File: src/icp_pkg.sv
package icp_pkg;

    localparam int DEFAULT_STACK_DEPTH = 16;
    localparam int CMD_QUEUE_DEPTH = 4;

    localparam logic [7:0] CH_PLUS   = 8'h2B;
    localparam logic [7:0] CH_MINUS  = 8'h2D;
    localparam logic [7:0] CH_STAR   = 8'h2A;
    localparam logic [7:0] CH_SLASH  = 8'h2F;
    localparam logic [7:0] CH_LPAREN = 8'h28;
    localparam logic [7:0] CH_RPAREN = 8'h29;
    localparam logic [7:0] CH_DOT    = 8'h2E;
    localparam logic [7:0] CH_UNDER  = 8'h5F;
    localparam logic [7:0] CH_NL     = 8'h0A;
    localparam logic [7:0] CH_SPACE  = 8'h20;
    localparam logic [7:0] CH_TAB    = 8'h09;
    localparam logic [7:0] CH_VT     = 8'h0B;
    localparam logic [7:0] CH_FF     = 8'h0C;
    localparam logic [7:0] CH_CR     = 8'h0D;

    typedef enum logic [2:0] {
        OPC_LPAREN = 3'd0,
        OPC_PLUS   = 3'd1,
        OPC_MINUS  = 3'd2,
        OPC_MUL    = 3'd3,
        OPC_DIV    = 3'd4
    } op_code_t;

    typedef enum logic [1:0] {
        TOK_NONE   = 2'd0,
        TOK_NUMBER = 2'd1,
        TOK_NAME   = 2'd2
    } tok_mode_t;

    typedef enum logic [2:0] {
        CMD_NONE,
        CMD_ECHO,
        CMD_OPEN,
        CMD_CLOSE,
        CMD_OP,
        CMD_FLUSH
    } cmd_kind_t;

    typedef struct packed {
        logic       close_tok;
        cmd_kind_t  kind;
        op_code_t   code;
        logic [7:0] ch;
    } cmd_t;

    typedef enum logic [2:0] {
        ST_IDLE,
        ST_LEAD,
        ST_EXEC,
        ST_SPACE,
        ST_DONE
    } back_state_t;

    function automatic logic [7:0] code_char(input op_code_t code);
        logic [7:0] c;
        unique case (code)
            OPC_LPAREN: c = CH_LPAREN;
            OPC_PLUS:   c = CH_PLUS;
            OPC_MINUS:  c = CH_MINUS;
            OPC_MUL:    c = CH_STAR;
            OPC_DIV:    c = CH_SLASH;
            default:    c = CH_LPAREN;
        endcase
        return c;
    endfunction

    function automatic logic [1:0] op_rank(input op_code_t code);
        logic [1:0] r;
        if (code >= OPC_MUL) begin
            r = 2'd2;
        end else if (code >= OPC_PLUS) begin
            r = 2'd1;
        end else begin
            r = 2'd0;
        end
        return r;
    endfunction

endpackage

File: src/icp_front.sv
module icp_front
    import icp_pkg::*;
(
    input  logic       clk,
    input  logic       rst_n,
    input  logic [7:0] in_byte,
    input  logic       in_end,
    input  logic       accept,
    output logic       cmd_valid,
    output cmd_t       cmd
);

    tok_mode_t mode_reg;
    tok_mode_t mode_next;

    logic is_digit;
    logic is_alpha;
    logic is_space;
    logic cont;
    cmd_kind_t sym_kind;
    op_code_t sym_code;

    assign is_digit = (in_byte >= 8'h30) && (in_byte <= 8'h39);
    assign is_alpha = ((in_byte >= 8'h61) && (in_byte <= 8'h7A)) ||
                      ((in_byte >= 8'h41) && (in_byte <= 8'h5A));
    assign is_space = (in_byte == CH_SPACE) || (in_byte == CH_TAB) || (in_byte == CH_VT) ||
                      (in_byte == CH_FF) || (in_byte == CH_CR);

    always_comb
    begin
        sym_kind = CMD_NONE;
        sym_code = OPC_LPAREN;
        priority if (in_byte == CH_NL) begin
            sym_kind = CMD_FLUSH;
        end else if (in_byte == CH_LPAREN) begin
            sym_kind = CMD_OPEN;
        end else if (in_byte == CH_RPAREN) begin
            sym_kind = CMD_CLOSE;
        end else if (in_byte == CH_PLUS) begin
            sym_kind = CMD_OP;
            sym_code = OPC_PLUS;
        end else if (in_byte == CH_MINUS) begin
            sym_kind = CMD_OP;
            sym_code = OPC_MINUS;
        end else if (in_byte == CH_STAR) begin
            sym_kind = CMD_OP;
            sym_code = OPC_MUL;
        end else if (in_byte == CH_SLASH) begin
            sym_kind = CMD_OP;
            sym_code = OPC_DIV;
        end else begin
            sym_kind = CMD_NONE;
        end
    end

    always_comb
    begin
        if (mode_reg == TOK_NUMBER) begin
            cont = is_digit || (in_byte == CH_DOT);
        end else begin
            cont = is_alpha || is_digit || (in_byte == CH_UNDER);
        end
    end

    always_comb
    begin
        cmd.close_tok = 1'b0;
        cmd.kind      = CMD_NONE;
        cmd.code      = sym_code;
        cmd.ch        = in_byte;
        mode_next     = TOK_NONE;
        if (in_end) begin
            cmd.close_tok = (mode_reg == TOK_NUMBER) || (mode_reg == TOK_NAME);
            cmd.kind      = CMD_FLUSH;
        end else if ((mode_reg == TOK_NUMBER) || (mode_reg == TOK_NAME)) begin
            if (cont) begin
                cmd.kind  = CMD_ECHO;
                mode_next = mode_reg;
            end else begin
                cmd.close_tok = 1'b1;
                cmd.kind      = sym_kind;
            end
        end else if (is_space) begin
            cmd.kind = CMD_NONE;
        end else if (is_digit || (in_byte == CH_DOT)) begin
            cmd.kind  = CMD_ECHO;
            mode_next = TOK_NUMBER;
        end else if (is_alpha || (in_byte == CH_UNDER)) begin
            cmd.kind  = CMD_ECHO;
            mode_next = TOK_NAME;
        end else begin
            cmd.kind = sym_kind;
        end
    end

    assign cmd_valid = accept && (cmd.close_tok || (cmd.kind != CMD_NONE));

    always_ff @(posedge clk or negedge rst_n)
    begin
        if (!rst_n) begin
            mode_reg <= TOK_NONE;
        end else if (accept) begin
            mode_reg <= mode_next;
        end
    end

endmodule

File: src/icp_queue.sv
module icp_queue
    import icp_pkg::*;
(
    input  logic clk,
    input  logic rst_n,
    input  logic wr_en,
    input  cmd_t wr_cmd,
    output logic full,
    output logic rd_valid,
    input  logic rd_en,
    output cmd_t rd_cmd
);

    localparam int PW = $clog2(CMD_QUEUE_DEPTH);

    cmd_t            mem_reg [CMD_QUEUE_DEPTH];
    logic [PW-1:0]   wr_ptr_reg;
    logic [PW-1:0]   rd_ptr_reg;
    logic [PW:0]     count_reg;
    logic [PW:0]     count_next;

    assign full     = count_reg == (PW+1)'(CMD_QUEUE_DEPTH);
    assign rd_valid = count_reg != '0;
    assign rd_cmd   = mem_reg[rd_ptr_reg];

    always_comb
    begin
        count_next = count_reg;
        if (wr_en && !(rd_en && rd_valid)) begin
            count_next = count_reg + 1'b1;
        end else if (!wr_en && rd_en && rd_valid) begin
            count_next = count_reg - 1'b1;
        end
    end

    always_ff @(posedge clk)
    begin
        if (wr_en) begin
            mem_reg[wr_ptr_reg] <= wr_cmd;
        end
    end

    always_ff @(posedge clk or negedge rst_n)
    begin
        if (!rst_n) begin
            wr_ptr_reg <= '0;
            rd_ptr_reg <= '0;
            count_reg  <= '0;
        end else begin
            count_reg <= count_next;
            if (wr_en) begin
                wr_ptr_reg <= wr_ptr_reg + 1'b1;
            end
            if (rd_en && rd_valid) begin
                rd_ptr_reg <= rd_ptr_reg + 1'b1;
            end
        end
    end

endmodule

File: src/icp_back.sv
module icp_back
    import icp_pkg::*;
#(
    parameter int STACK_DEPTH = DEFAULT_STACK_DEPTH
)
(
    input  logic       clk,
    input  logic       rst_n,
    input  logic       cmd_valid,
    input  cmd_t       cmd,
    output logic       cmd_pop,
    output logic       out_valid,
    input  logic       out_ready,
    output logic [7:0] out_byte,
    output logic       out_last
);

    localparam int TW = $clog2(STACK_DEPTH + 1);
    localparam int IW = $clog2(STACK_DEPTH);

    back_state_t state_reg;
    back_state_t state_next;
    cmd_t        cmd_reg;
    cmd_t        cmd_next;
    logic [TW-1:0] top_reg;
    logic [TW-1:0] top_next;
    logic [TW-1:0] top_m1;
    logic [2:0]  stack_mem [STACK_DEPTH];
    op_code_t    top_code;
    logic        nonempty;
    logic        full;
    logic        push_en;
    op_code_t    push_code;

    logic        adv;
    logic        gen_en;
    logic [7:0]  gen_byte;
    logic        fin;

    logic        out_valid_reg;
    logic        out_valid_next;
    logic [7:0]  out_byte_reg;
    logic [7:0]  out_byte_next;
    logic        out_last_reg;
    logic        out_last_next;
    logic        hold_valid_reg;
    logic        hold_valid_next;
    logic [7:0]  hold_byte_reg;
    logic [7:0]  hold_byte_next;

    assign top_m1   = top_reg - 1'b1;
    assign top_code = op_code_t'(stack_mem[top_m1[IW-1:0]]);
    assign nonempty = top_reg != '0;
    assign full     = top_reg == TW'(STACK_DEPTH);
    assign adv      = !out_valid_reg || out_ready;

    always_comb
    begin
        state_next = state_reg;
        cmd_next   = cmd_reg;
        top_next   = top_reg;
        push_en    = 1'b0;
        push_code  = cmd_reg.code;
        gen_en     = 1'b0;
        gen_byte   = CH_SPACE;
        fin        = 1'b0;
        cmd_pop    = 1'b0;
        if (adv) begin
            unique case (state_reg)
                ST_IDLE:
                begin
                    if (cmd_valid) begin
                        cmd_pop    = 1'b1;
                        cmd_next   = cmd;
                        state_next = ST_LEAD;
                    end
                end
                ST_LEAD:
                begin
                    gen_en     = cmd_reg.close_tok;
                    state_next = ST_EXEC;
                end
                ST_SPACE:
                begin
                    gen_en     = 1'b1;
                    state_next = ST_EXEC;
                end
                ST_DONE:
                begin
                    fin        = 1'b1;
                    state_next = ST_IDLE;
                end
                ST_EXEC:
                begin
                    state_next = ST_DONE;
                    unique case (cmd_reg.kind)
                        CMD_NONE:
                        begin
                        end
                        CMD_ECHO:
                        begin
                            gen_en   = 1'b1;
                            gen_byte = cmd_reg.ch;
                        end
                        CMD_OPEN:
                        begin
                            push_code = OPC_LPAREN;
                            push_en   = !full;
                        end
                        CMD_CLOSE:
                        begin
                            if (nonempty && (top_code != OPC_LPAREN)) begin
                                gen_en     = 1'b1;
                                gen_byte   = code_char(top_code);
                                top_next   = top_m1;
                                state_next = ST_SPACE;
                            end else if (nonempty) begin
                                top_next = top_m1;
                            end
                        end
                        CMD_OP:
                        begin
                            if (nonempty && (top_code != OPC_LPAREN) &&
                                (op_rank(top_code) >= op_rank(cmd_reg.code))) begin
                                gen_en     = 1'b1;
                                gen_byte   = code_char(top_code);
                                top_next   = top_m1;
                                state_next = ST_SPACE;
                            end else begin
                                push_en = !full;
                            end
                        end
                        CMD_FLUSH:
                        begin
                            if (nonempty) begin
                                top_next   = top_m1;
                                state_next = ST_EXEC;
                                if (top_code != OPC_LPAREN) begin
                                    gen_en     = 1'b1;
                                    gen_byte   = code_char(top_code);
                                    state_next = ST_SPACE;
                                end
                            end else begin
                                gen_en   = 1'b1;
                                gen_byte = CH_NL;
                            end
                        end
                        default:
                        begin
                        end
                    endcase
                end
                default:
                begin
                    state_next = ST_IDLE;
                end
            endcase
        end
        if (push_en) begin
            top_next = top_reg + 1'b1;
        end
    end

    // The newest byte waits in the hold register until the next byte or the end
    // of the transaction shows whether it is the last one of its run.
    always_comb
    begin
        out_valid_next  = out_valid_reg;
        out_byte_next   = out_byte_reg;
        out_last_next   = out_last_reg;
        hold_valid_next = hold_valid_reg;
        hold_byte_next  = hold_byte_reg;
        if (adv) begin
            out_valid_next = 1'b0;
            if (gen_en) begin
                if (hold_valid_reg) begin
                    out_valid_next = 1'b1;
                    out_byte_next  = hold_byte_reg;
                    out_last_next  = 1'b0;
                end
                hold_valid_next = 1'b1;
                hold_byte_next  = gen_byte;
            end else if (fin && hold_valid_reg) begin
                out_valid_next  = 1'b1;
                out_byte_next   = hold_byte_reg;
                out_last_next   = 1'b1;
                hold_valid_next = 1'b0;
            end
        end
    end

    always_ff @(posedge clk)
    begin
        cmd_reg       <= cmd_next;
        out_byte_reg  <= out_byte_next;
        out_last_reg  <= out_last_next;
        hold_byte_reg <= hold_byte_next;
        if (push_en) begin
            stack_mem[top_reg[IW-1:0]] <= push_code;
        end
    end

    always_ff @(posedge clk or negedge rst_n)
    begin
        if (!rst_n) begin
            state_reg      <= ST_IDLE;
            top_reg        <= '0;
            out_valid_reg  <= 1'b0;
            hold_valid_reg <= 1'b0;
        end else begin
            state_reg      <= state_next;
            top_reg        <= top_next;
            out_valid_reg  <= out_valid_next;
            hold_valid_reg <= hold_valid_next;
        end
    end

    assign out_valid = out_valid_reg;
    assign out_byte  = out_byte_reg;
    assign out_last  = out_last_reg;

endmodule

File: src/infix_to_postfix_converter.sv
// Converts an infix expression, one ASCII character per input transaction, into postfix
// text by the shunting-yard rule. The front end takes one character per cycle into a
// four-entry command queue unless it is full, so input bursts are absorbed; the back
// end's sequencer steps through each command, adding a space step for every operator it
// pops and another execute step for every '(' discarded by a flush. An input
// transaction that neither produces output nor touches the operator stack (whitespace,
// stray bytes) is dropped in the front end and costs the back end nothing.
// The output stream marks the final byte caused by each input transaction with tlast.
module infix_to_postfix_converter
    import icp_pkg::*;
#(
    parameter int STACK_DEPTH = DEFAULT_STACK_DEPTH
)
(
    input  logic       clk,
    input  logic       rst_n,
    input  logic       s_axis_tvalid,
    output logic       s_axis_tready,
    input  logic [7:0] s_axis_tdata,   // in_byte [7:0]
    input  logic       s_axis_tlast,   // end_of_expr
    output logic       m_axis_tvalid,
    input  logic       m_axis_tready,
    output logic [7:0] m_axis_tdata,   // out_byte [7:0]
    output logic       m_axis_tlast    // last_of_run
);

    logic q_full;
    logic accept;
    logic wr_en;
    cmd_t wr_cmd;
    logic rd_valid;
    logic rd_en;
    cmd_t rd_cmd;

    assign s_axis_tready = !q_full;
    assign accept        = s_axis_tvalid && s_axis_tready;

    icp_front u_front (
        .clk       (clk),
        .rst_n     (rst_n),
        .in_byte   (s_axis_tdata),
        .in_end    (s_axis_tlast),
        .accept    (accept),
        .cmd_valid (wr_en),
        .cmd       (wr_cmd)
    );

    icp_queue u_queue (
        .clk      (clk),
        .rst_n    (rst_n),
        .wr_en    (wr_en),
        .wr_cmd   (wr_cmd),
        .full     (q_full),
        .rd_valid (rd_valid),
        .rd_en    (rd_en),
        .rd_cmd   (rd_cmd)
    );

    icp_back #(
        .STACK_DEPTH (STACK_DEPTH)
    ) u_back (
        .clk       (clk),
        .rst_n     (rst_n),
        .cmd_valid (rd_valid),
        .cmd       (rd_cmd),
        .cmd_pop   (rd_en),
        .out_valid (m_axis_tvalid),
        .out_ready (m_axis_tready),
        .out_byte  (m_axis_tdata),
        .out_last  (m_axis_tlast)
    );

endmodule

File: config.mk
export PLATFORM = sky130hd
export DESIGN_NAME = infix_to_postfix_converter
export DESIGN_NICKNAME = d
export VERILOG_FILES = /design/src/icp_pkg.sv /design/src/icp_front.sv /design/src/icp_queue.sv /design/src/icp_back.sv /design/src/infix_to_postfix_converter.sv
export SDC_FILE = /design/constraint.sdc
export NUM_CORES = 1
export LEC_CHECK = 0
export BUFFER_PORTS_ARGS = -buffer_cell sky130_fd_sc_hd__buf_2
export CORE_MARGIN = 5
export CORE_UTILIZATION = 45
export CTS_BUF_LIST = sky130_fd_sc_hd__clkbuf_8 sky130_fd_sc_hd__clkbuf_16
export CTS_CLUSTER_DIAMETER = 150
export DETAILED_ROUTE_END_ITERATION = 12
export GPL_TIMING_DRIVEN = 0
export HOLD_SLACK_MARGIN = 0.03
export PLACE_DENSITY_LB_ADDON = 0.1
export SLEW_MARGIN = 5
export SYNTH_ARGS = -nofsm -noshare
export SYNTH_HDL_FRONTEND = slang
export SYNTH_HIERARCHICAL = 1
export SYNTH_SLANG_ARGS = --single-unit
File: constraint.sdc
create_clock -name clk -period 13.1 [get_ports clk]
set_input_delay 1.31 -clock clk [delete_from_list [all_inputs] [get_ports clk]]
set_output_delay 1.31 -clock clk [all_outputs]
set_load 0.05 [all_outputs]
After elaboration in Yosys (flattened, before gate mapping)

Memory sizes are Yosys's and may differ from the RTL's. A register that Yosys moved wholly into a read port is not among the register bits.
Index checks and enable logic that the tools add are counted.

Bits in registers: 36
Input bits: 13
Memories kept: 2
Output and inout bits: 11
Memory bits (writable): 108

Magnitude comparators: 11
Equal/unequal tests: 35
Reduce and logical (&&, ||, !) cells: 47
Mux-type cells: 94
Add/subtract/negate cells: 6

Memories:

| name             | words | width | rd ports | clocked after Yosys merged registers in | wr ports | line            | RTL |
|---|---|---|---|---|---|---|---|
| u_queue.mem_reg  | 4     | 15    | 1        | 1                                       | 1        | icp_queue.sv:16 | `cmd_t mem_reg [CMD_QUEUE_DEPTH];` |
| u_back.stack_mem | 16    | 3     | 1        | 0                                       | 1        | icp_back.sv:28  | `logic [2:0] stack_mem [STACK_DEPTH];` |

Operators with widths:

| cell                                                            | number |
|---|---|
| 2-to-1 mux 3 bit                                                | 27 |
| equality test 8 x 6 -> 1 bit (second input constant)            | 8 |
| equality test 8 x 4 -> 1 bit (second input constant)            | 5 |
| 2-to-1 mux 8 bit                                                | 4 |
| one-hot mux 8 bit (4 select lines)                              | 1 |
| 2-to-1 mux 1 bit                                                | 31 |
| 2-to-1 mux 5 bit                                                | 6 |
| 2-to-1 mux 2 bit                                                | 14 |
| equality test 3 x 2 -> 1 bit (second input constant)            | 6 |
| one-hot mux 3 bit (3 select lines)                              | 2 |
| >= comparator 8 x 7 -> 1 bit (second input constant)            | 2 |
| less-or-equal comparator 8 x 7 -> 1 bit (second input constant) | 2 |
| equality test 3 bit (second input constant)                     | 5 |
| one-hot mux 5 bit (3 select lines)                              | 1 |
| logical AND 1 bit                                               | 12 |
| logical OR 1 bit                                                | 12 |
| 2-to-1 mux 4 bit                                                | 3 |
| one-hot mux 3 bit (4 select lines)                              | 1 |
| equality test 3 x 1 -> 1 bit (second input constant)            | 3 |
| nonzero test 3 bit                                              | 3 |
| equality test 8 x 7 -> 1 bit (second input constant)            | 1 |
| >= comparator 8 x 6 -> 1 bit (second input constant)            | 1 |
| less-or-equal comparator 8 x 6 -> 1 bit (second input constant) | 1 |
| AND reduction 2 bit                                             | 4 |
| 26 further kinds                                                | 38 |

Logic depth before layout (Yosys ltp)

Gate-level depths: netlist of the first run.

Depth in word-level cells: 21
Mapped depth: 18
Gate-level depth less buffers: 15

Modules after synthesis

Netlist of the first run, hierarchy kept.

Modules (own cells, without submodules):

| module                     | times used | area an instance (um^2) | cells each |
|---|---|---|---|
| icp_back                   | 1          | 4,256.6                 | 299 |
| icp_queue                  | 1          | 2,687.6                 | 130 |
| icp_front                  | 1          | 505.5                   | 71 |
| infix_to_postfix_converter | 1          | 10.0                    | 2 |

Least setup slack after synthesis of the first run

Ideal clock, no wire load.

Path type: register to register
From: register u_back.top_reg[0]
To: memory u_back.stack_mem[10][0], enable pin
Data arrival time: 4.036 ns
Stages on the path, launching flop included: 17
Clock period less this slack: 4.419 ns
Required time: 12.717 ns
Path buffers: 3
Library setup time: 0.383 ns
Slack: 8.681 ns
Cell sequence: dfrtp_1 buf_6 buf_12 inv_1 ha_1 buf_2 mux4_2 mux2i_1 mux2_2 o21ai_0 or2_2 ha_1 nand2b_1 a21o_1 nand2_1 a21oi_1 a2111oi_0

Longest elaborated chain between the ends: 16
Elaborated cells on any way between the ends: 22

RTL lines:

| element                                | line            | RTL |
|---|---|---|
| start: declaration                     | icp_back.sv:25  | `logic [TW-1:0] top_reg;` |
| start signal: assignment               | icp_back.sv:212 | `top_reg <= top_next;` |
| subtractor 5 x 1 -> 5 bit              | icp_back.sv:51  | `assign top_m1 = top_reg - 1'b1;` |
| memory (16 x 3 bit)                    | -               |  |
| >= comparator 3 x 1 -> 1 bit           | icp_pkg.sv:76   | `end else if (code >= OPC_PLUS) begin` |
| 2-to-1 mux 1 bit                       | icp_pkg.sv:76   |  |
| 2-to-1 mux 2 bit                       | icp_pkg.sv:74   | `if (code >= OPC_MUL) begin` |
| 2-to-1 mux 2 bit                       | icp_back.sv:96  | `unique case (cmd_reg.kind)` |
| 2-to-1 mux 2 bit                       | icp_back.sv:69  | `unique case (state_reg)` |
| 2-to-1 mux 2 bit                       | icp_back.sv:68  | `if (adv) begin` |
| >= comparator 2 bit                    | icp_back.sv:124 | `(op_rank(top_code) >= op_rank(cmd_reg.code))) begin` |
| logical AND 1 bit                      | icp_back.sv:123 | `if (nonempty && (top_code != OPC_LPAREN) &&` |
| 2-to-1 mux 1 bit                       | icp_back.sv:123 |  |
| one-hot mux 1 bit (2 select lines)     | icp_back.sv:96  |  |
| 2-to-1 mux 1 bit                       | icp_back.sv:69  |  |
| 2-to-1 mux 1 bit                       | icp_back.sv:68  |  |
| 2-to-1 mux 1 bit                       | icp_back.sv:198 | `if (push_en) begin` |
| 2-to-1 mux 1 bit (not written as such) | icp_back.sv:199 | `stack_mem[top_reg[IW-1:0]] <= push_code;` |
| end: declaration                       | icp_back.sv:28  |  |

Parallel ways exist; a longest one is shown, timed or not. The select of a mux whose other input is x is not followed.

Worst setup path after layout of the first run

From: register u_back.top_reg[0]
To: memory u_back.stack_mem[8][1], enable pin

Same word-level chain as after synthesis.

==> results of run 1 <==
## logic make-up after synthesis
group                    after synthesis  share of synthesized area, %
multiplexers                          41                         11.04
adder cells (fa/ha/maj)               13                         2.281
AND/OR/NAND/NOR                      139                         10.16
AO/OA/AOI/OAI                         92                         8.856
flip-flops                           159                         62.73
buffers and inverters                 48                         3.656
XOR/XNOR                              10                         1.275
## placed cells by master (no fill, tap or decap), types with 4 or more instances in the layout
cell type,count
nor3b_1,6
nor3_1,12
nor4_1,5
o211ai_1,8
edfxtp_1,140
nor2_1,26
inv_6,4
nand2b_1,14
o21ai_0,14
clkbuf_16,17
a21oi_1,22
inv_1,20
xnor2_1,7
ha_1,12
and2_1,6
a2111oi_0,4
and3_1,5
buf_2,32
nor2b_1,8
nand4_1,4
nand3_1,10
nand2_1,27
mux4_1,18
mux4_2,9
a211oi_1,6
dfrtp_1,19
mux2i_1,11
buf_4,10
clkbuf_1,7
a21o_1,5
## critical path: stages (launching register included)
cell and delay [ns]:
dfrtp_1 0.41, buf_6 0.20, buf_12 0.16, inv_1 0.11, ha_1 0.45, buf_2 0.33
mux4_1 0.35, mux2i_1 0.31, mux2i_1 0.23, nor3_1 0.44, or2_2 0.22, ha_1 0.22
nand2b_1 0.15, a21o_1 0.21, nand2_1 0.20, a21oi_1 0.25, a2111oi_0 1.11
## power groups by stage
stage	clock network (mW)	logic (mW)	registers (mW)
floorplan	0	0.647	0.790
global placement	0	0.883	0.766
detailed placement	0	0.901	0.770
CTS	0.517	0.906	0.759
global route	0.541	0.982	0.770
finish	0.506	0.904	0.759
## stage by stage
step / hold WS [ns] / instance area [um^2] / cells
floorplan: 0.4003 / 7460 / 502
global placement: 0.4007 / 7850 / 745
detailed placement: 0.4057 / 7863 / 746
CTS: 0.4178 / 8474 / 778
global route: 0.4203 / 8474 / 778
finish: 0.4149 / 8474 / 778
## final cells by class
class                   count  share of cell area [%]
flip-flops and latches    159                   55.22
multi-input cells         295                   29.65
clock buffers              17                   5.020
well taps                 220                   3.248
plain buffers              29                   2.377
clock inverters            15                   2.200
repair buffers             24                   1.447
inverters                  19                  0.8416
## metal layers
metal	share of wire, %	wire length [um]	vias up
met5	0	0	-
met4	1.3	197	0
met3	4.3	644	15
met2	51	7542	134
met1	44	6503	2239
li1	-	-	2064
## final timing paths
check | start | endpoint | cells past startpoint
worst max register to register | u_back/top_reg[0] | u_back/stack_mem[8][1] | 16
worst min-delay path | u_back/hold_byte_reg[5] | u_back/out_byte[5] | 0
min in group asynchronous | rst_n | u_back/out_valid | 1
max in group asynchronous | rst_n | u_back/state_reg[2] | 1
worst max-delay path | u_back/top_reg[0] | u_back/stack_mem[8][1] | 16
worst min register to register | u_back/hold_byte_reg[5] | u_back/out_byte[5] | 0
==> flow_metrics.tcl, run 1 <==
set metrics [dict create \
    status "finished clean" \
    total_power_mw 2.169 \
    track_usage_pct 15.82 \
    multi_input_area_mm2 0.002512 \
    fp-row-count 47 \
    postCtsSetupRepairBufs 0 \
    setup.worst_path.end_class "flop" \
    drv_cap 0 \
    wl_per_cell_um 19.14 \
    core_mm2 0.01641 \
    firstDrtPassIters 5 \
    netlist_area_mm2 0.007460 \
    yosysSeqAreaShare_pct 62.73 \
    rsz0062_at_grt "false" \
    cts_max_level 4 \
    synthesis.nets 528 \
    crit_fanout 10 \
    finalSetupViolCount 0 \
    p_int_mw 1.354 \
    synth-edff-count 140 \
    period_minus_slack_ns 5.778 \
    chipWidth_um 138.8 \
    cts_buffer_depth 2 \
    power.share.clock_pct 23.3 \
    drc 0 \
    ys_async_sr_fraction_pct 11.95 \
    setup_tns_ns 0 \
    clock_latency_ns 0.42 \
    antenna_found_initial 0 \
    skew_ns 0.008175 \
    fin_ws_ns 7.322 \
    start_util_pct 45.47 \
    cts_sinks 159 \
    ctsHoldBuffers 0 \
    fillCellCount 1373 \
    gr-usage-met2_pct 26.44 \
    synth_ff_type "edfxtp_1" \
    grt_pass1_vias 4442 \
    power_leakage_nw 3.014 \
    netlist_instances 502 \
    switching_share_pct 37.58 \
    max_freq_mhz 173.1 \
    yosysWarnings 6 \
    synth.area.top_cells "edfxtp_1, dfrtp_1, mux4_1, mux4_2, ha_1" \
    post_drt_via_cell_ratio 5.722 \
    die_h_um 138.8 \
    crit_type "reg2reg" \
    cts_buffers 17 \
    netlist_top_cells_count "edfxtp_1, nand2_1, nor2_1" \
    diodes 0 \
    dieArea_mm2 0.01925 \
    ff_latch_area_mm2 0.004679 \
    route.vias.total 4452 \
    grt.met1_usage_pct 20.60 \
    worst_ep_arrival_time_ns 5.81 \
    synth.top_cell.area_share_pct 56.36 \
    grt-busiest-layer "met2" \
    yosys.area.top_type "edfxtp_1" \
    avgSynthCellArea_um2 14.86 \
    drive_above_1_share_pct 18.46 \
    powerDensity_mw_per_mm2 256.0 \
    globalplace.congestion 0.9203 \
    finalCritPeriodShare_pct 44.11 \
    routed_wl_um 14890 \
    drt_iter0_drc 338 \
    cts-root-buf "clkbuf_16" \
    yosysMostFrequentCell "edfxtp_1" \
    fin_nets 571 \
    dpl_worst_slack_ns 7.348 \
    grt_max_degree 20 \
    hp-class "reg2reg" \
    slew_headroom_pct 18.43 \
    grt_util_met3_pct 3.655 \
    reg2reg_slack_ns 7.32 \
    pwr-share-seq_pct 35.0 \
    synthDistinctLibCells 69 \
    tritoncts "done" \
    grt_pass1_wl_um 23820 \
    dpl.hpwl_um 10490 \
    cts_resized 0 \
    worstMarginPinSlew_ns 1.212 \
    ios 24 \
    syn2layout_area_growth_pct 13.60 \
    final_max_slew_viol_count 0 \
    ant_nets 0 \
    overflow 0 \
    required_ns 13.13 \
    hold_viol_final 0 \
    numPortBuffers 23 \
    ys_seq_elements 159 \
    critPathLaunchType "flop" \
    clk_pin_slew_ns 0.06 \
    fin_util_pct 51.65 \
    largest_reg_flops 60 \
    power_frac_comb_pct 41.7 \
    p_sw_mw 0.8151 \
    vdd_ir_drop_max_uv 111.4 \
]
Note: power is estimated with default switching activity, not from simulation.
==> run 2, diff against run 1 <==
clock period = 5.61 ns   (was 13.1 ns; I/O delays follow)
==> run 2 against run 1 <==
Net effect: sequential cell count unchanged; non-clock buffer count unchanged; largest power group unchanged; hold slack worse by 0.29 ns; sequential power up 130%; highest routed layer unchanged.
==> flow_metrics.tcl, run 2 (synthesis results as in run 1) <==
set metrics [dict create \
    status "finished clean" \
    crit_fanout 10 \
    post_drt_via_cell_ratio 5.715 \
    hold_ws_ns 0.1219 \
    globalplace.congestion 0.9203 \
    design_area_mm2 0.008487 \
    track_usage_pct 15.82 \
    route.vias.total 4446 \
    cts-root-buf "clkbuf_16" \
    fp-row-count 47 \
    overflow 0 \
    hp-class "in2async" \
    setup_tns_ns 0 \
    finalCritPeriodShare_pct 99.30 \
    wl_per_cell_um 19.07 \
    cts_max_level 4 \
    ant_nets 0 \
    dpl_worst_slack_ns -0.1418 \
    worstMarginPinSlew_ns 1.208 \
    powerDensity_mw_per_mm2 597.1 \
    diodes 0 \
    hold_viol_final 0 \
    placed_cells 746 \
    slew_headroom_pct 18.72 \
    fin_nets 571 \
    cts_buffer_depth 2 \
    start_util_pct 45.47 \
    final_cell_mix "edfxtp_1, buf_2, nand2_1, nor2_1, a21oi_1" \
    worst_ep_arrival_time_ns 5.61 \
    critPathLaunchType "flop" \
    final_max_slew_viol_count 0 \
    core_mm2 0.01641 \
    crit_type "reg2reg" \
    finalSetupViolCount 0 \
    die_h_um 138.8 \
    cts_sinks 159 \
    chipWidth_um 138.8 \
    fillCellCount 1375 \
    numPortBuffers 23 \
    required_ns 5.65 \
    largest_reg_flops 60 \
    dpl.hpwl_um 10490 \
    dieArea_mm2 0.01925 \
    vdd_ir_drop_max_uv 260.2 \
    postCtsSetupRepairBufs 0 \
    power_leakage_nw 3.014 \
    fin_ws_ns 0.03952 \
    syn2layout_area_growth_pct 13.77 \
    fin_util_pct 51.73 \
    clk_pin_slew_ns 0.06 \
    period_minus_slack_ns 5.570 \
    placed_area_mm2 0.007863 \
    drive_above_1_share_pct 18.82 \
    final_common_cell "edfxtp_1" \
    tritoncts "done" \
    setup.worst_path.end_class "flop" \
    grt_pass1_vias 4442 \
    final_cells 778 \
    drc 0 \
    grt_pass1_wl_um 23820 \
    drv_cap 0 \
    drt_iter0_drc 344 \
    total_power_mw 5.068 \
    antenna_found_initial 0 \
    skew_ns 0.008171 \
    max_freq_mhz 179.5 \
    grt_max_degree 20 \
    clock_latency_ns 0.42 \
    routed_wl_um 14840 \
    ios 24 \
    firstDrtPassIters 5 \
    rsz0062_at_grt "true" \
    cts_buffers 17 \
]
==> run 2: cell counts in the layout (fill, tap and decap cells not counted) <==
Identical to the previous run, type by type.
==> run 2: path summary, 6_finish.rpt <==
check                                              from                 endpoint  slack, ns  depth (start not counted)
worst max-delay path                  u_back/top_reg[0]  u_back/stack_mem[10][1]       0.04                         16
worst min-delay path                              rst_n         u_back/out_valid       0.12                          1
worst max register to register        u_back/top_reg[0]  u_back/stack_mem[10][1]       0.04                         16
worst min register to register  u_back/hold_byte_reg[5]       u_back/out_byte[5]       0.41                          0
max in group asynchronous                         rst_n      u_back/state_reg[2]       5.13                          1
min in group clk                u_back/hold_byte_reg[5]       u_back/out_byte[5]       0.41                          0
==> run 2: final cells by class <==
type / count / area, um^2 / share of cell area (%)
clock inverters: 15 / 186.4 / 2.197
plain buffers: 29 / 201.4 / 2.374
flip-flops and latches: 159 / 4679 / 55.14
inverters: 19 / 71.32 / 0.8403
clock buffers: 17 / 425.4 / 5.013
well taps: 220 / 275.3 / 3.243
multi-input cells: 295 / 2525 / 29.75
repair buffers: 24 / 122.6 / 1.445
==> run 2: what timing repair did <==
action | in CTS | in global routing
hold buffers | 0 | 0
gates resized for setup | 0 | 5
cloned | 0 | 0
endpoints found under the setup margin | 9 | 18
==> run 2: critical path: stages, from the launching register on <==
cell and delay (ns):
dfrtp_1 0.41, buf_6 0.21, buf_12 0.16, inv_1 0.11, ha_1 0.44, buf_2 0.34, mux4_1 0.36, mux2i_1 0.31
mux2i_1 0.23, nor3_1 0.44, or2_2 0.22, ha_1 0.22, nand2b_1 0.15, a21o_1 0.21, nand2_1 0.20, a21oi_1 0.27
a2111oi_1 0.89
==> run 2: per-layer routing <==
layer | GRT usage, % | share of wire (%) | routed length (um)
met3 | 3.655 | 4.4 | 653
met1 | 20.60 | 44 | 6467
met5 | 0 | 0 | 0
met4 | 5.201 | 1.7 | 251
met2 | 26.44 | 50 | 7462
==> run 2: report_power, final <==
part | total [mW] | internal, mW | switching (mW) | leakage (nW)
combinational | 2.12 | 0.802 | 1.31 | 1.20
sequential | 1.77 | 1.65 | 0.119 | 1.51
clock | 1.18 | 0.708 | 0.473 | 0.298
==> run 3, diff against run 2 <==
--- a/config.mk
+++ b/config.mk
@@ -19,3 +19,2 @@
 export SYNTH_HDL_FRONTEND = slang
-export SYNTH_HIERARCHICAL = 1
 export SYNTH_SLANG_ARGS = --single-unit
==> constraint.sdc (replaced) <==
create_clock -name clk -period 5.61 [get_ports clk]
set_input_delay 0.8415 -clock clk [delete_from_list [all_inputs] [get_ports clk]]
set_output_delay 0.8415 -clock clk [all_outputs]
set_load 0.05 [all_outputs]
==> run 3 against run 2 <==
Net effect: register-to-register slack improved by 0.32 ns; maximum frequency rose by 6.0%; clock skew shrank 0.0035 ns; core utilization rose by 1.4 points; clock power about the same; wire length is 9.6% lower; worst setup slack improved by 0.32 ns.
==> flow_metrics.tcl, run 3 <==
set metrics [dict create \
    diodes 0 \
    drt_iter0_drc 246 \
    numPortBuffers 23 \
    start_util_pct 46.02 \
    power_leakage_nw 2.854 \
    fin_nets 538 \
    hp-class "in2async" \
    core_mm2 0.01520 \
    ctsHoldBuffers 0 \
    crit_fanout 10 \
    ios 24 \
    wl_per_cell_um 18.81 \
    synth.top_cell.area_share_pct 60.10 \
    cts_buffer_depth 2 \
    r2r_cells 17 \
    netlist_top_cells_count "edfxtp_1, nor2_1, nand2_1" \
    track_usage_pct 15.60 \
    final_cell_mix "edfxtp_1, nor2_1, nand2_1, buf_2, mux4_2" \
    firstDrtPassIters 4 \
    netlist_instances 468 \
    drv_cap 0 \
    yosys.area.top_type "edfxtp_1" \
    largest_reg_flops 60 \
    synth.area.top_cells "edfxtp_1, mux4_2, dfrtp_1, ha_1, nor2_1" \
    drc 0 \
    drive_above_1_share_pct 20.19 \
    final_max_slew_viol_count 0 \
    synthDistinctLibCells 56 \
    clk_pin_slew_ns 0.06 \
    placed_cells 679 \
    period_minus_slack_ns 5.255 \
    ant_nets 0 \
    final_common_cell "edfxtp_1" \
    fp-row-count 45 \
    clock_latency_ns 0.42 \
    yosysSeqAreaShare_pct 66.89 \
    cts-root-buf "clkbuf_16" \
    cts_sinks 159 \
    critPathLaunchType "flop" \
    synth-edff-count 140 \
    routed_wl_um 13410 \
    die_h_um 134.7 \
    vdd_ir_drop_max_uv 248.6 \
    setup_tns_ns 0 \
    multi_input_area_mm2 0.002275 \
    antenna_found_initial 0 \
    setup.worst_path.end_class "flop" \
    required_ns 5.67 \
    dpl.hpwl_um 9087 \
    skew_ns 0.004683 \
    powerDensity_mw_per_mm2 614.7 \
    avgSynthCellArea_um2 14.95 \
    netlist_area_mm2 0.006995 \
    tritoncts "done" \
    fillCellCount 1269 \
    finalSetupViolCount 0 \
    chipWidth_um 134.7 \
    route.vias.total 4013 \
    worstMarginPinSlew_ns 1.036 \
    slew_headroom_pct 30.95 \
    synthesis.nets 494 \
    post_drt_via_cell_ratio 5.628 \
    total_power_mw 4.961 \
    cts_buffers 17 \
    hold_viol_final 0 \
    placed_area_mm2 0.007346 \
    final_cells 713 \
    crit_type "reg2reg" \
    overflow 0 \
    synth_ff_type "edfxtp_1" \
    status "finished clean" \
    syn2layout_area_growth_pct 15.36 \
    ys_seq_elements 159 \
    ff_latch_area_mm2 0.004681 \
    design_area_mm2 0.008070 \
    dieArea_mm2 0.01814 \
    globalplace.congestion 0.8406 \
    ys_async_sr_fraction_pct 11.95 \
    grt_max_degree 20 \
    yosysWarnings 0 \
    yosysMostFrequentCell "edfxtp_1" \
    finalCritPeriodShare_pct 93.68 \
    rsz0062_at_grt "false" \
    cts_max_level 4 \
    max_freq_mhz 190.3 \
    grt_pass1_vias 3924 \
    grt_pass1_wl_um 21330 \
    worst_ep_arrival_time_ns 5.31 \
]
[run 3: final timing paths]
| path | startpoint | end | slack [ns] |
|---|---|---|---|
| max in group asynchronous | rst_n | u_back.top_reg[0] | 4.82 |
| worst min register to register | u_back.hold_byte_reg[2] | u_back.out_byte[2] | 0.42 |
| worst min-delay path | rst_n | u_front.mode_reg[0] | 0.39 |
| min in group clk | u_back.hold_byte_reg[2] | u_back.out_byte[2] | 0.42 |
| worst max register to register | u_back.top_reg[0] | u_back.stack_mem[2][2] | 0.35 |
| worst max-delay path | u_back.top_reg[0] | u_back.stack_mem[2][2] | 0.35 |
[run 3: area by class of cell]
type                    count  area share (%)
clock buffers              20           5.783
multi-input cells         282           28.19
inverters                  10          0.4806
flip-flops and latches    159           58.00
plain buffers              17           1.054
clock inverters            12           1.969
repair buffers             25           1.612
well taps                 188           2.915
[run 3: kinds of logic after synthesis]
kind of cell             after synthesis  share of synthesized area [%]
multiplexers                          38                          9.587
XOR/XNOR                              11                          1.377
AND/OR/NAND/NOR                      144                          10.45
buffers and inverters                 27                          1.645
adder cells (fa/ha/maj)               13                          2.432
flip-flops                           159                          66.89
AO/OA/AOI/OAI                         76                          7.620
[run 3: power by group]
group / switching (mW) / total (mW) / leakage (nW) / internal (mW)
clock: 0.449 / 1.19 / 0.309 / 0.738
sequential: 0.114 / 1.78 / 1.52 / 1.67
combinational: 1.24 / 1.99 / 1.02 / 0.759
[run 3: layer usage]
metal	track usage [%]	wire [um]
met4	5.147	258
met1	21.10	6095
met2	24.26	6499
met3	4.769	555
met5	0	0
[run 3: critical path, cell delays in order, from the launching register on]
cell and delay (ns):
dfrtp_2 0.47, buf_4 0.23, clkinv_2 0.22, ha_2 0.32, xor2_4 0.23, buf_6 0.21
mux4_2 0.56, mux2i_4 0.24, mux2i_1 0.20, a21o_1 0.25, nand2b_1 0.18, ha_1 0.30
nand2b_1 0.15, a21oi_2 0.24, a211oi_1 0.12, a21oi_4 0.31, nand2_1 0.18, nor3_1 0.43
[run 3: per-stage QoR]
stage	setup WS, ns	util [%]	hold slack, ns
global route	0.01045	53.09	0.4134
global placement	-1.061	48.32	0.4010
finish	0.3546	53.09	0.3921
CTS	0.03454	52.68	0.4024
floorplan	0.2222	-	0.4003
detailed placement	-1.137	48.32	0.4045
[run 3: what timing repair did]
action / 4_1_cts / 5_1_grt
resized for setup: 11 / 7
endpoints found under the hold margin: 0 / 0
pin swaps: 0 / 1
setup endpoints to repair: 74 / 40
buffers inserted: 0 / 2
